File: src/rtl/core/tsp_pkg.sv
`default_nettype none

package tsp_pkg;

  localparam int WORD_W      = 16;
  localparam int ADDR_IN_W   = 8;
  localparam int SAMPLE_W    = 10;
  localparam int ACC_W       = 21;
  localparam int TICK_SHIFT  = 10;
  localparam int CFG_IDX_W   = 2;

  localparam logic [ACC_W-1:0]  SAMPLE_RATE   = ACC_W'(44100);
  localparam logic [WORD_W-1:0] END_RESET     = 16'h8000;
  localparam logic [WORD_W-1:0] REPEAT_RESET  = 16'h8001;
  localparam logic [WORD_W-1:0] VOL_RESET     = 16'h8000;

  typedef enum logic [1:0] {
    ACT_WRITE = 2'd0,
    ACT_START = 2'd1,
    ACT_STOP  = 2'd2,
    ACT_AUDIO = 2'd3
  } action_t;

  typedef enum logic [1:0] {
    CMD_NONE = 2'd0,
    CMD_OFF  = 2'd1,
    CMD_ON   = 2'd2
  } note_cmd_t;

  typedef enum logic [CFG_IDX_W-1:0] {
    REG_END_MARKER    = 2'd0,
    REG_REPEAT_MARKER = 2'd1,
    REG_VOLUME_MASK   = 2'd2
  } cfg_reg_t;

  typedef enum logic {
    ALU_ADD = 1'b0,
    ALU_SUB = 1'b1
  } alu_op_t;

  typedef enum logic [3:0] {
    ST_IDLE,
    ST_REDUCE,
    ST_ACCUM,
    ST_COUNT,
    ST_RD_F,
    ST_EV_F,
    ST_RD_R,
    ST_EV_R,
    ST_RD_D,
    ST_EV_D
  } state_t;

endpackage

`default_nettype wire

File: src/rtl/core/tsp_alu.sv
`default_nettype none

module tsp_alu
  import tsp_pkg::*;
(
  input  wire alu_op_t            op,
  input  wire logic [ACC_W-1:0]   a,
  input  wire logic [ACC_W-1:0]   b,
  output logic      [ACC_W-1:0]   res,
  output logic                    borrow
);

  logic [ACC_W:0]   sum;
  logic [ACC_W-1:0] b_eff;

  assign b_eff  = (op == ALU_SUB) ? ~b : b;
  assign sum    = {1'b0, a} + {1'b0, b_eff} + {{ACC_W{1'b0}}, (op == ALU_SUB)};
  assign res    = sum[ACC_W-1:0];
  assign borrow = (op == ALU_SUB) && !sum[ACC_W];

endmodule

`default_nettype wire

File: src/rtl/core/tone_sequence_player_core.sv
// Tone sequencer. Word writes fill a store of frequency/duration pairs; a start
// request plays from an address, a stop request halts, and an audio request of
// N samples advances playback by N*1024/44100 ticks of 1/1024 s. Every request
// gives exactly one result, shown for one cycle with out_valid high in the first
// cycle in which busy is low again; the receiver cannot stall it, and a new
// request may be issued in that same cycle. Busy time is set by a small sequencer
// around one shared adder/subtractor and one store read port: a request first
// reduces its address modulo STORE_DEPTH by repeated subtraction (one subtract
// per cycle), except audio requests; a word write or stop then completes; a start
// then fetches a tone: it reads and checks the frequency word, stops on the end
// marker, jumps back to the start address after a repeat marker and reads the
// frequency there, then reads the duration. An audio request ends in its first
// step when no tone counts down; else it adds N*1024, then counts off one tick per
// subtract of 44100; if the tone ends, the final compare gives way to a fetch.
`default_nettype none

module tone_sequence_player_core
  import tsp_pkg::*;
#(
  parameter int STORE_DEPTH = 256
) (
  input  wire  logic                  clk,
  input  wire  logic                  rst_n,
  input  wire  logic                  start,
  output logic                        busy,
  input  wire  logic [1:0]            in_action,
  input  wire  logic [ADDR_IN_W-1:0]  in_address,
  input  wire  logic [WORD_W-1:0]     in_word,
  input  wire  logic [SAMPLE_W-1:0]   in_sample_count,
  input  wire  logic                  in_sound_enabled,
  output logic                        out_valid,
  output logic                        out_playing,
  output logic [1:0]                  out_note_command,
  output logic [WORD_W-1:0]           out_note_frequency,
  output logic [WORD_W-1:0]           out_ticks_remaining,
  input  wire  logic                  cfg_we,
  input  wire  logic [CFG_IDX_W-1:0]  cfg_index,
  input  wire  logic [WORD_W-1:0]     cfg_data
);

  localparam int AW = $clog2(STORE_DEPTH);
  localparam int RW = (AW + 1 > ADDR_IN_W) ? AW + 1 : ADDR_IN_W;

  // configuration
  logic [WORD_W-1:0] end_marker_r, repeat_marker_r, vol_mask_r;

  always_ff @(posedge clk) begin
    if (!rst_n) begin
      end_marker_r    <= END_RESET;
      repeat_marker_r <= REPEAT_RESET;
      vol_mask_r      <= VOL_RESET;
    end else if (cfg_we) begin
      case (cfg_reg_t'(cfg_index))
        REG_END_MARKER:    end_marker_r    <= cfg_data;
        REG_REPEAT_MARKER: repeat_marker_r <= cfg_data;
        REG_VOLUME_MASK:   vol_mask_r      <= cfg_data;
        default: ;
      endcase
    end
  end

  // control state
  state_t            state_r, state_nxt;
  logic [AW-1:0]     rp_r, rp_nxt;
  logic [AW-1:0]     start_pos_r, start_pos_nxt;
  logic              active_r, active_nxt;
  logic              playing_r, playing_nxt;
  logic [WORD_W-1:0] tick_r, tick_nxt;
  logic [ACC_W-1:0]  acc_r, acc_nxt;

  // request payload and working data
  action_t             act_r;
  logic [RW-1:0]       addr_r, addr_nxt;
  logic [WORD_W-1:0]   word_r;
  logic [SAMPLE_W-1:0] samples_r;
  logic                en_r;
  logic [WORD_W-1:0]   freq_r, freq_nxt;

  // store
  logic [WORD_W-1:0] mem [STORE_DEPTH];
  logic [WORD_W-1:0] rdata_r;
  logic              mem_we;

  // shared unit
  alu_op_t          alu_op;
  logic [ACC_W-1:0] alu_a, alu_b, alu_res;
  logic             alu_borrow;

  tsp_alu u_alu (
    .op     (alu_op),
    .a      (alu_a),
    .b      (alu_b),
    .res    (alu_res),
    .borrow (alu_borrow)
  );

  // result
  logic              fin;
  note_cmd_t         cmd;
  logic [WORD_W-1:0] res_freq;
  logic [AW-1:0]     rp_inc;

  assign rp_inc = (rp_r == AW'(STORE_DEPTH - 1)) ? '0 : rp_r + 1'b1;
  assign busy   = (state_r != ST_IDLE);

  always_comb begin
    state_nxt     = state_r;
    rp_nxt        = rp_r;
    start_pos_nxt = start_pos_r;
    active_nxt    = active_r;
    playing_nxt   = playing_r;
    tick_nxt      = tick_r;
    acc_nxt       = acc_r;
    addr_nxt      = addr_r;
    freq_nxt      = freq_r;
    mem_we        = 1'b0;
    fin           = 1'b0;
    cmd           = CMD_NONE;
    res_freq      = '0;
    alu_op        = ALU_SUB;
    alu_a         = '0;
    alu_b         = '0;

    case (state_r)
      ST_IDLE: begin
        if (start) begin
          addr_nxt  = {{(RW-ADDR_IN_W){1'b0}}, in_address};
          state_nxt = (action_t'(in_action) == ACT_AUDIO) ? ST_ACCUM : ST_REDUCE;
        end
      end

      ST_REDUCE: begin
        alu_op = ALU_SUB;
        alu_a  = {{(ACC_W-RW){1'b0}}, addr_r};
        alu_b  = ACC_W'(STORE_DEPTH);
        if (!alu_borrow) begin
          addr_nxt = alu_res[RW-1:0];
        end else begin
          case (act_r)
            ACT_WRITE: begin
              mem_we    = 1'b1;
              fin       = 1'b1;
              state_nxt = ST_IDLE;
            end
            ACT_START: begin
              start_pos_nxt = addr_r[AW-1:0];
              rp_nxt        = addr_r[AW-1:0];
              active_nxt    = 1'b1;
              state_nxt     = ST_RD_F;
            end
            default: begin
              // stop
              active_nxt    = 1'b0;
              playing_nxt   = 1'b0;
              start_pos_nxt = '0;
              tick_nxt      = '0;
              acc_nxt       = '0;
              cmd           = CMD_OFF;
              fin           = 1'b1;
              state_nxt     = ST_IDLE;
            end
          endcase
        end
      end

      ST_ACCUM: begin
        if (active_r && (tick_r != '0)) begin
          alu_op    = ALU_ADD;
          alu_a     = acc_r;
          alu_b     = ACC_W'({samples_r, {TICK_SHIFT{1'b0}}});
          acc_nxt   = alu_res;
          state_nxt = ST_COUNT;
        end else begin
          fin       = 1'b1;
          state_nxt = ST_IDLE;
        end
      end

      ST_COUNT: begin
        alu_op = ALU_SUB;
        alu_a  = acc_r;
        alu_b  = SAMPLE_RATE;
        if (!alu_borrow) begin
          acc_nxt  = alu_res;
          tick_nxt = tick_r - 1'b1;
          if (tick_r == WORD_W'(1)) begin
            state_nxt = ST_RD_F;
          end
        end else begin
          fin       = 1'b1;
          state_nxt = ST_IDLE;
        end
      end

      ST_RD_F: begin
        rp_nxt    = rp_inc;
        state_nxt = ST_EV_F;
      end

      ST_EV_F: begin
        if (rdata_r == end_marker_r) begin
          active_nxt    = 1'b0;
          playing_nxt   = 1'b0;
          start_pos_nxt = '0;
          tick_nxt      = '0;
          acc_nxt       = '0;
          cmd           = CMD_OFF;
          fin           = 1'b1;
          state_nxt     = ST_IDLE;
        end else if (rdata_r == repeat_marker_r) begin
          playing_nxt = 1'b1;
          rp_nxt      = start_pos_r;
          state_nxt   = ST_RD_R;
        end else begin
          playing_nxt = 1'b1;
          freq_nxt    = rdata_r & ~vol_mask_r;
          state_nxt   = ST_RD_D;
        end
      end

      ST_RD_R: begin
        rp_nxt    = rp_inc;
        state_nxt = ST_EV_R;
      end

      ST_EV_R: begin
        freq_nxt  = rdata_r & ~vol_mask_r;
        state_nxt = ST_RD_D;
      end

      ST_RD_D: begin
        rp_nxt    = rp_inc;
        state_nxt = ST_EV_D;
      end

      ST_EV_D: begin
        tick_nxt = rdata_r;
        acc_nxt  = '0;
        fin      = 1'b1;
        if ((freq_r != '0) && en_r) begin
          cmd      = CMD_ON;
          res_freq = freq_r;
        end else begin
          cmd = CMD_OFF;
        end
        state_nxt = ST_IDLE;
      end

      default: state_nxt = ST_IDLE;
    endcase
  end

  always_ff @(posedge clk) begin
    if (!rst_n) begin
      state_r     <= ST_IDLE;
      rp_r        <= '0;
      start_pos_r <= '0;
      active_r    <= 1'b0;
      playing_r   <= 1'b0;
      tick_r      <= '0;
      acc_r       <= '0;
      out_valid   <= 1'b0;
    end else begin
      state_r     <= state_nxt;
      rp_r        <= rp_nxt;
      start_pos_r <= start_pos_nxt;
      active_r    <= active_nxt;
      playing_r   <= playing_nxt;
      tick_r      <= tick_nxt;
      acc_r       <= acc_nxt;
      out_valid   <= fin;
    end
  end

  always_ff @(posedge clk) begin
    addr_r <= addr_nxt;
    freq_r <= freq_nxt;
    if (state_r == ST_IDLE && start) begin
      act_r     <= action_t'(in_action);
      word_r    <= in_word;
      samples_r <= in_sample_count;
      en_r      <= in_sound_enabled;
    end
    if (fin) begin
      out_playing         <= playing_nxt;
      out_note_command    <= cmd;
      out_note_frequency  <= res_freq;
      out_ticks_remaining <= tick_nxt;
    end
  end

  always_ff @(posedge clk) begin
    if (mem_we) begin
      mem[addr_r[AW-1:0]] <= word_r;
    end
    rdata_r <= mem[rp_r];
  end

endmodule

`default_nettype wire

File: config.mk
export PLATFORM = sky130hd
export DESIGN_NAME = tone_sequence_player_core
export DESIGN_NICKNAME = d
export VERILOG_FILES = /design/src/rtl/core/tsp_pkg.sv /design/src/rtl/core/tsp_alu.sv /design/src/rtl/core/tone_sequence_player_core.sv
export SDC_FILE = /design/constraint.sdc
export NUM_CORES = 2
export LEC_CHECK = 0
export BUFFER_PORTS_ARGS = -buffer_cell sky130_fd_sc_hd__clkbuf_2
export CAP_MARGIN = 25
export CORE_ASPECT_RATIO = 0.5
export CORE_MARGIN = 2
export CORE_UTILIZATION = 45
export CTS_CLUSTER_DIAMETER = 150
export CTS_CLUSTER_SIZE = 25
export DETAILED_ROUTE_END_ITERATION = 6
export PLACE_DENSITY = 0.63
export SYNTH_ARGS = -nofsm -noshare
export SYNTH_HDL_FRONTEND = slang
export SYNTH_SLANG_ARGS = --single-unit
File: constraint.sdc
create_clock -name clk -period 10.4 [get_ports clk]
set_clock_uncertainty 0.2 [all_clocks]
set_input_delay 2.08 -clock clk [delete_from_list [all_inputs] [get_ports clk]]
set_output_delay 2.08 -clock clk [all_outputs]
set_load 0.01 [all_outputs]
After elaboration in Yosys (flattened, before gate mapping)

Memories as Yosys holds them, arrays and structs flattened. A register that Yosys moved wholly into a read port is not among the register bits.
Cells that the tools add are included.

Bits in writable memories: 4096
Register bits: 197
Output and inout bits: 37
Memories kept: 1

Bitwise logic cells: 3
Reduce and logical (&&, ||, !) cells: 28
Mux-type cells: 67
Eq/ne operators: 30
$add $sub $neg: 4

Memories:

| name | depth | width | read ports | clocked after memory_dff | write ports | RTL line                        | RTL |
|---|---|---|---|---|---|---|---|
| mem  | 256   | 16    | 1          | 1                        | 1           | tone_sequence_player_core.sv:80 | `logic [WORD_W-1:0] mem [STORE_DEPTH];` |

Operators by type and width:

| operator              | count |
|---|---|
| $mux W21              | 7 |
| $pmux W21 S5          | 1 |
| $mux W16              | 6 |
| $pmux W16 S4          | 1 |
| $pmux W21 S3          | 1 |
| $pmux W20 S3          | 1 |
| $mux W8               | 7 |
| $pmux W4 S9           | 1 |
| $eq A16 B16 Y1        | 2 |
| $pmux W16 S2          | 1 |
| $pmux W8 S2           | 2 |
| $reduce_bool A16 Y1   | 2 |
| $mux W4               | 6 |
| $ne A2 B2 Y1 const B  | 12 |
| $pmux W8 S3           | 1 |
| $add A21 B21 Y22      | 1 |
| $add A22 B1 Y22       | 1 |
| $not A20 Y21          | 1 |
| $mux W20              | 1 |
| $mux W1               | 19 |
| $mux W9               | 2 |
| $pmux W9 S2           | 1 |
| $and A16 B16 Y16      | 1 |
| $eq A16 B1 Y1 const B | 1 |
| 31 further kinds      | 53 |

Depth between registers and ports, before layout

Word-level depth: 14
Mapped depth: 22

Hierarchy

From an unflattened synthesis, not the netlist that was laid out.

Cells, all modules: 8291
Area total of the unflattened synthesis: 167823.5 um^2

Modules (own cells, without submodules):

| module                    | seq. area each (um^2) | area each (um^2) | instances | cells an instance |
|---|---|---|---|---|
| tone_sequence_player_core | 128152.9              | 166377.1         | 1         | 8093 |
| tsp_alu                   | 0.0                   | 1446.4           | 1         | 198 |

Worst setup path after synthesis

OpenSTA, ideal clock, no wires.

Path type: register -> register
Start: register tick_r[0]
End: register out_note_command[0], enable pin
Stages on the path, launching flop included: 19
Path buffers: 2
Slack: 4.442 ns
Arrival: 5.320 ns
Clock period less this slack: 5.958 ns
Cell sequence: dfxtp_1 -> inv_1 -> ha_1 -> nor4b_1 -> nand4_1 -> and2_1 -> inv_1 -> nand2_1 -> clkbuf_1 -> and2_1 -> ha_1 -> clkbuf_1 -> and4_1 -> nand2_1 -> a211o_1 -> o41ai_4 -> nor3_2 -> nor2_1 -> o211ai_1

Cells in the longest elaborated chain, start to end: 12
Elaborated cells between the ends (all ways): 17

RTL lines:

| what                              | RTL line                                                           | RTL |
|---|---|---|
| from (decl)                       | tone_sequence_player_core.sv:68                                    | `logic [WORD_W-1:0] tick_r, tick_nxt;` |
| from (signal assigned)            | tone_sequence_player_core.sv:269                                   | `tick_r <= tick_nxt;` |
| $reduce_bool A16 Y1 *             | tone_sequence_player_core.sv:167                                   | `if (active_r && (tick_r != '0)) begin` |
| $logic_and A1 B1 Y1 *             | tone_sequence_player_core.sv:167                                   |  |
| $mux W20                          | tone_sequence_player_core.sv:167                                   |  |
| $pmux W20 S3                      | tone_sequence_player_core.sv:124                                   | `case (state_r)` |
| $not A20 Y21                      | tsp_alu.sv:16                                                      | `assign b_eff = (op == ALU_SUB) ? ~b : b;` |
| $mux W21                          | tsp_alu.sv:16                                                      |  |
| $add A21 B21 Y22                  | tsp_alu.sv:17                                                      | `assign sum = {1'b0, a} + {1'b0, b_eff} + {{ACC_W{1'b0}}, (op == ALU_SUB)};` |
| $add A22 B1 Y22                   | tsp_alu.sv:17                                                      |  |
| $logic_not A1 Y1                  | tsp_alu.sv:19                                                      | `assign borrow = (op == ALU_SUB) && !sum[ACC_W];` |
| $logic_and A1 B1 Y1               | tsp_alu.sv:19                                                      |  |
| $mux W1, on equally long branches | tone_sequence_player_core.sv:183, tone_sequence_player_core.sv:136 |  |
| $pmux W1 S5 *                     | tone_sequence_player_core.sv:124                                   |  |
| net fin                           | tone_sequence_player_core.sv:98                                    | `logic fin;` |
| to (signal assigned)              | tone_sequence_player_core.sv:286                                   | `out_note_command <= cmd;` |
| to (decl)                         | tone_sequence_player_core.sv:33                                    | `output logic [1:0] out_note_command,` |

Mark *: on every way through the listed nets, which the timed path passes. The rest lies on a longest branch.
A chain may end at the register's enable or synchronous reset.

Worst setup path after layout

Start: register tick_r[3]
End: memory mem[39][4], enable pin

Cells in the longest elaborated chain, start to end: 14
Elaborated cells between the ends (all ways): 18

RTL lines:

| what                            | RTL line                         | RTL |
|---|---|---|
| $reduce_bool A16 Y1 *           | tone_sequence_player_core.sv:167 |  |
| $logic_and A1 B1 Y1 *           | tone_sequence_player_core.sv:167 |  |
| $mux W20                        | tone_sequence_player_core.sv:167 |  |
| $pmux W20 S3                    | tone_sequence_player_core.sv:124 |  |
| $not A20 Y21                    | tsp_alu.sv:16                    |  |
| $mux W21                        | tsp_alu.sv:16                    |  |
| $add A21 B21 Y22                | tsp_alu.sv:17                    |  |
| $add A22 B1 Y22                 | tsp_alu.sv:17                    |  |
| $logic_not A1 Y1                | tsp_alu.sv:19                    |  |
| $logic_and A1 B1 Y1 *           | tsp_alu.sv:19                    |  |
| $mux W1 *                       | tone_sequence_player_core.sv:136 | `if (!alu_borrow) begin` |
| $mux W1 *                       | tone_sequence_player_core.sv:124 |  |
| $mux W1 *                       | tone_sequence_player_core.sv:293 | `if (mem_we) begin` |
| $mux W1 (not written as such) * | tone_sequence_player_core.sv:294 | `mem[addr_r[AW-1:0]] <= word_r;` |
| to (decl)                       | tone_sequence_player_core.sv:80  |  |

Every way passes the cells marked *; elsewhere a longest branch is shown, timed or not.

==> out/summary.md <==
The H-tree was split into 4 levels. Setup repair after global routing left no endpoint under its margin. The smallest setup slack after layout is 1930 ps, and the clock sink total is 4,308. The total routing usage reported by global routing is 21.8%, and the worst reg-to-reg path cell count is 14. The run gives 11.8k as the first-iteration detailed-routing DRC count.

The first global-routing pass estimated 583,000 µm of wire. Among all stages on the critical path, the largest delay is contributed by sky130_fd_sc_hd__nor2_2. The number of failing setup endpoints in the final timing report was 0. After clock tree synthesis, the clock-pin slew on the worst setup and hold paths is 110 ps. The tools report the post-synth net total as 7,397. Most instantiated flip-flop cell in the synthesis netlist: sky130_fd_sc_hd__edfxtp_1. Launching instance or port of the critical path: tick_r[3]. The number of vias in the routed layout is 77.1k. STA classifies the critical path startpoint as a register. Endpoint of the lowest-slack register-to-register path: mem[39][4]. Summing all flip-flop and latch instances after layout gives 128,000 µm².

Averaged over all synthesized cells, the footprint is 22.8 µm². TritonCTS built the clock tree. Input and output buffers added on the ports amount to 95. For this design the top-level I/O count stands at 96. Derived from the worst setup path, the maximum achievable clock frequency is 0.118 GHz. The height of the die is 434 µm, and the fraction of layout instances using a drive strength above 1 is 28.4%.

Gates resized during post-CTS repair numbered 0. The arrival time of the worst setup path is 8790 ps, and the area overhead of the layout relative to synthesis is 8.10%. The worst hold path terminates at acc_r[19]. The final max-slew violation count came out at 0. After floorplanning, the core was divided into 157 placement rows.

The min-delay analysis places its worst path in the category reg2reg. The endpoint class of the critical path is a register. After the last flow step, the layout net total stands at 7,589. The run gives 249,000 µm as the half-perimeter wire length after detailed placement. Measured on the finished design, the core utilization comes to 49.1%. The signal on the critical path passes through nor4_2 -> nand4_1 -> and2_1 -> inv_1 -> nand2_1 -> a22o_1 -> ha_1 -> a21oi_1 -> a211o_1 -> o41ai_4 -> or3_1 -> a21oi_2 -> nand2_1 -> nor2_2. For the via count of the first global-routing pass, the log shows 74.3k. The floorplan step defined a core boundary enclosing 367,000 µm². The tools report the number of nets with antenna violations after routing as 0. Summing all multi-input logic gate instances after layout gives 37,200 µm².

The Yosys step of the flow raised 0 warnings. The maximum vdd ir drop is 0.134 mV. The gate family responsible for the most delay along the worst path was simple AND/OR/NAND/NOR gates. Entering global routing, the biggest net connects 178 pins. The filler cells instantiated in the layout total 29.0k. For this run, the slowest stage of the critical path takes 1000 ps. Once the floorplan was initialized, standard cells occupied 45.4% of the core. The first detailed-routing pass ran for 6 iterations. Launching point of the worst reg2reg path: tick_r[3]. The tightest hold margin came out at 262 ps. Cell occurring most often along the worst timing path: sky130_fd_sc_hd__nand2_1.

The kind of critical path is reg2reg. The flow ran to the end, and the final reports show no timing, DRC or antenna violations. In this run the deepest clock path goes through 4 buffers. Proportion of synthesized flip-flops having asynchronous set or reset: 0%.

After synthesis, the netlist uses 75 different library cells. Counting every instance in the synthesized netlist gives 7,315. The number of setup buffers added after CTS was 0; the number of synthesized flops with an enable pin was 4,185. After synthesis the netlist holds a flip-flop and latch count of 4,308. The final critical path takes up 81.4% of the cycle. The run gives 6.54% as the headroom to the max-slew limit. The cell depth of the worst min-delay path works out to 2. For this design, the CTS-stage hold fixing added 0 buffers. The worst path buffer plus inverter count was 1; the areal power density over the cells was 190 nW/µm². The routed design has 415,000 µm of wire. At the pin with the least slew margin, the transition time is 1400 ps. In this run, CTS created clock tree buffers numbering 198.

At the end of routability-driven placement, the weighted congestion stood at 0.860. For this run, the register share of the synthesized area comes to 76.9%. The library cells used most frequently in the layout, excluding fill and tap cells, are sky130_fd_sc_hd__edfxtp_1, sky130_fd_sc_hd__mux4_2, sky130_fd_sc_hd__buf_4.

The worst-skew pair later-pin latency is 930 ps. The worst reg-to-reg setup slack is 1930 ps. The full die area is 376,000 µm². The average routed wire per standard cell is 33.3 µm.

The analysis attributes to cell leakage a power of 52.7 nW. The minimum setup slack after placement came out at 1900 ps. The largest fanout on the critical path is 25.

CTS placed an instance of sky130_fd_sc_hd__clkbuf_16 at the clock tree root. The startpoint identified for the worst hold timing path is acc_r[19]. Using the TritonRoute via totals, the vias-per-cell ratio works out to 6.17. The number of hold-slack violations in the final timing report was 0; the setup TNS was 0 ps. The number of antenna violations at the first check in global routing was 29. The run gives 0 as the final routed DRC violation total. Die span in x: 865 µm. For the cell area after synthesis, the log shows 167,000 µm². The max-cap check violation count is 0. The tools report the total grt overflow as 0. The worst path needs 8470 ps of the cycle, external delays included.

The required time of the critical path is 10,720 ps. The library cell used most frequently in the layout, excluding fill and tap cells, is sky130_fd_sc_hd__edfxtp_1.
-- report_power, final --
group	total [mW]	internal [mW]	switching (mW)
clock network	8.69	3.54	5.14
logic	5.89	2.29	3.60
registers	19.7	19.4	0.235
-- registers in the layout, summed over array words and instances (netlist names), 16 cells and up --
register / count
mem: 4096
tick_r: 16
freq_r: 16
out_note_frequency: 16
repeat_marker_r: 16
word_r: 16
vol_mask_r: 16
acc_r: 20
out_ticks_remaining: 16
end_marker_r: 16
rdata_r: 16
-- through the flow --
step	cell area [µm²]	power, mW	cells
after global placement	175000	25.9	12217
after detailed placement	175000	25.9	12224
final	180000	34.3	12491
after global routing	180000	35.2	12484
after CTS	180000	34.4	12470
after floorplan	167000	23.6	7315
-- Yosys cell counts (13+ instances only) --
cell                       instances  area share [%]
sky130_fd_sc_hd__nor2_1          321            0.72
sky130_fd_sc_hd__o22ai_1          33            0.12
sky130_fd_sc_hd__a31oi_1          13           0.049
sky130_fd_sc_hd__buf_2            48            0.14
sky130_fd_sc_hd__edfxtp_1       4185              75
sky130_fd_sc_hd__buf_1            84            0.19
sky130_fd_sc_hd__mux2_2           65            0.44
sky130_fd_sc_hd__o21ai_0          36            0.11
sky130_fd_sc_hd__nor3_1           27           0.081
sky130_fd_sc_hd__nand2_1         254            0.57
sky130_fd_sc_hd__xnor2_1          28            0.15
sky130_fd_sc_hd__nand2b_1         14           0.053
sky130_fd_sc_hd__inv_1            17           0.038
sky130_fd_sc_hd__nor4_1           16           0.060
sky130_fd_sc_hd__and2_1           42            0.16
sky130_fd_sc_hd__nand4_1          18           0.068
sky130_fd_sc_hd__dfxtp_1         123             1.5
sky130_fd_sc_hd__ha_1             23            0.17
sky130_fd_sc_hd__o221a_2          16            0.11
sky130_fd_sc_hd__nor2b_1          29            0.11
sky130_fd_sc_hd__mux4_2         1312              18
sky130_fd_sc_hd__nand3_1          43            0.13
sky130_fd_sc_hd__xor2_1           19            0.10
sky130_fd_sc_hd__mux2i_1          32            0.19
sky130_fd_sc_hd__clkbuf_1        270            0.61
sky130_fd_sc_hd__a21oi_1          99            0.30
-- worst max path at each step --
stage	to	slack, ps	cells past startpoint
3_3_place_gp	mem[67][13]	1850	16
3_5_place_dp	mem[61][0]	1900	15
5_1_grt	mem[89][8]	1340	16
4_1_cts	mem[61][15]	1830	15
2_1_floorplan	out_note_command[0]	4440	18
6_report	mem[39][4]	1930	14
-- worst reg2reg max path, cell delays in order, from the launching register on --
cell and delay (ps):
sky130_fd_sc_hd__dfxtp_1 370, sky130_fd_sc_hd__nor4_2 680, sky130_fd_sc_hd__nand4_1 390, sky130_fd_sc_hd__and2_1 460, sky130_fd_sc_hd__inv_1 450, sky130_fd_sc_hd__nand2_1 600
sky130_fd_sc_hd__a22o_1 440, sky130_fd_sc_hd__ha_1 390, sky130_fd_sc_hd__a21oi_1 340, sky130_fd_sc_hd__a211o_1 220, sky130_fd_sc_hd__o41ai_4 110, sky130_fd_sc_hd__or3_1 720
sky130_fd_sc_hd__a21oi_2 880, sky130_fd_sc_hd__nand2_1 820, sky130_fd_sc_hd__nor2_2 1010
-- layer usage --
| metal | track usage (%) | vias to the layer above | wire [µm] |
|---|---|---|---|
| li1 | - | 31075 | - |
| met1 | 33.4 | 41851 | 175000 |
| met2 | 33.1 | 3712 | 190000 |
| met3 | 4.13 | 417 | 41000 |
| met4 | 4.43 | 8 | 9380 |
| met5 | 0 | - | 54 |
-- area by class of cell --
type / count / area share (%)
antenna: 9 / 0.0125
clock inverter: 5 / 0.0299
tap: 4929 / 3.42
inverter: 17 / 0.0354
timing repair buffer: 397 / 1.84
multi-input combinational: 2585 / 20.7
clock buffer: 241 / 2.89
sequential: 4308 / 71.1
-- logic make-up after synthesis --
logic type               synth area share (%)
AND/OR/NAND/NOR                          2.27
XOR/XNOR                                0.247
multiplexers                             18.4
adder cells (fa/ha/maj)                 0.173
flip-flops                               76.9
buffers and inverters                   0.998
AO/OA/AOI/OAI                            1.09
No activity file was read; power rests on OpenSTA's default activity.
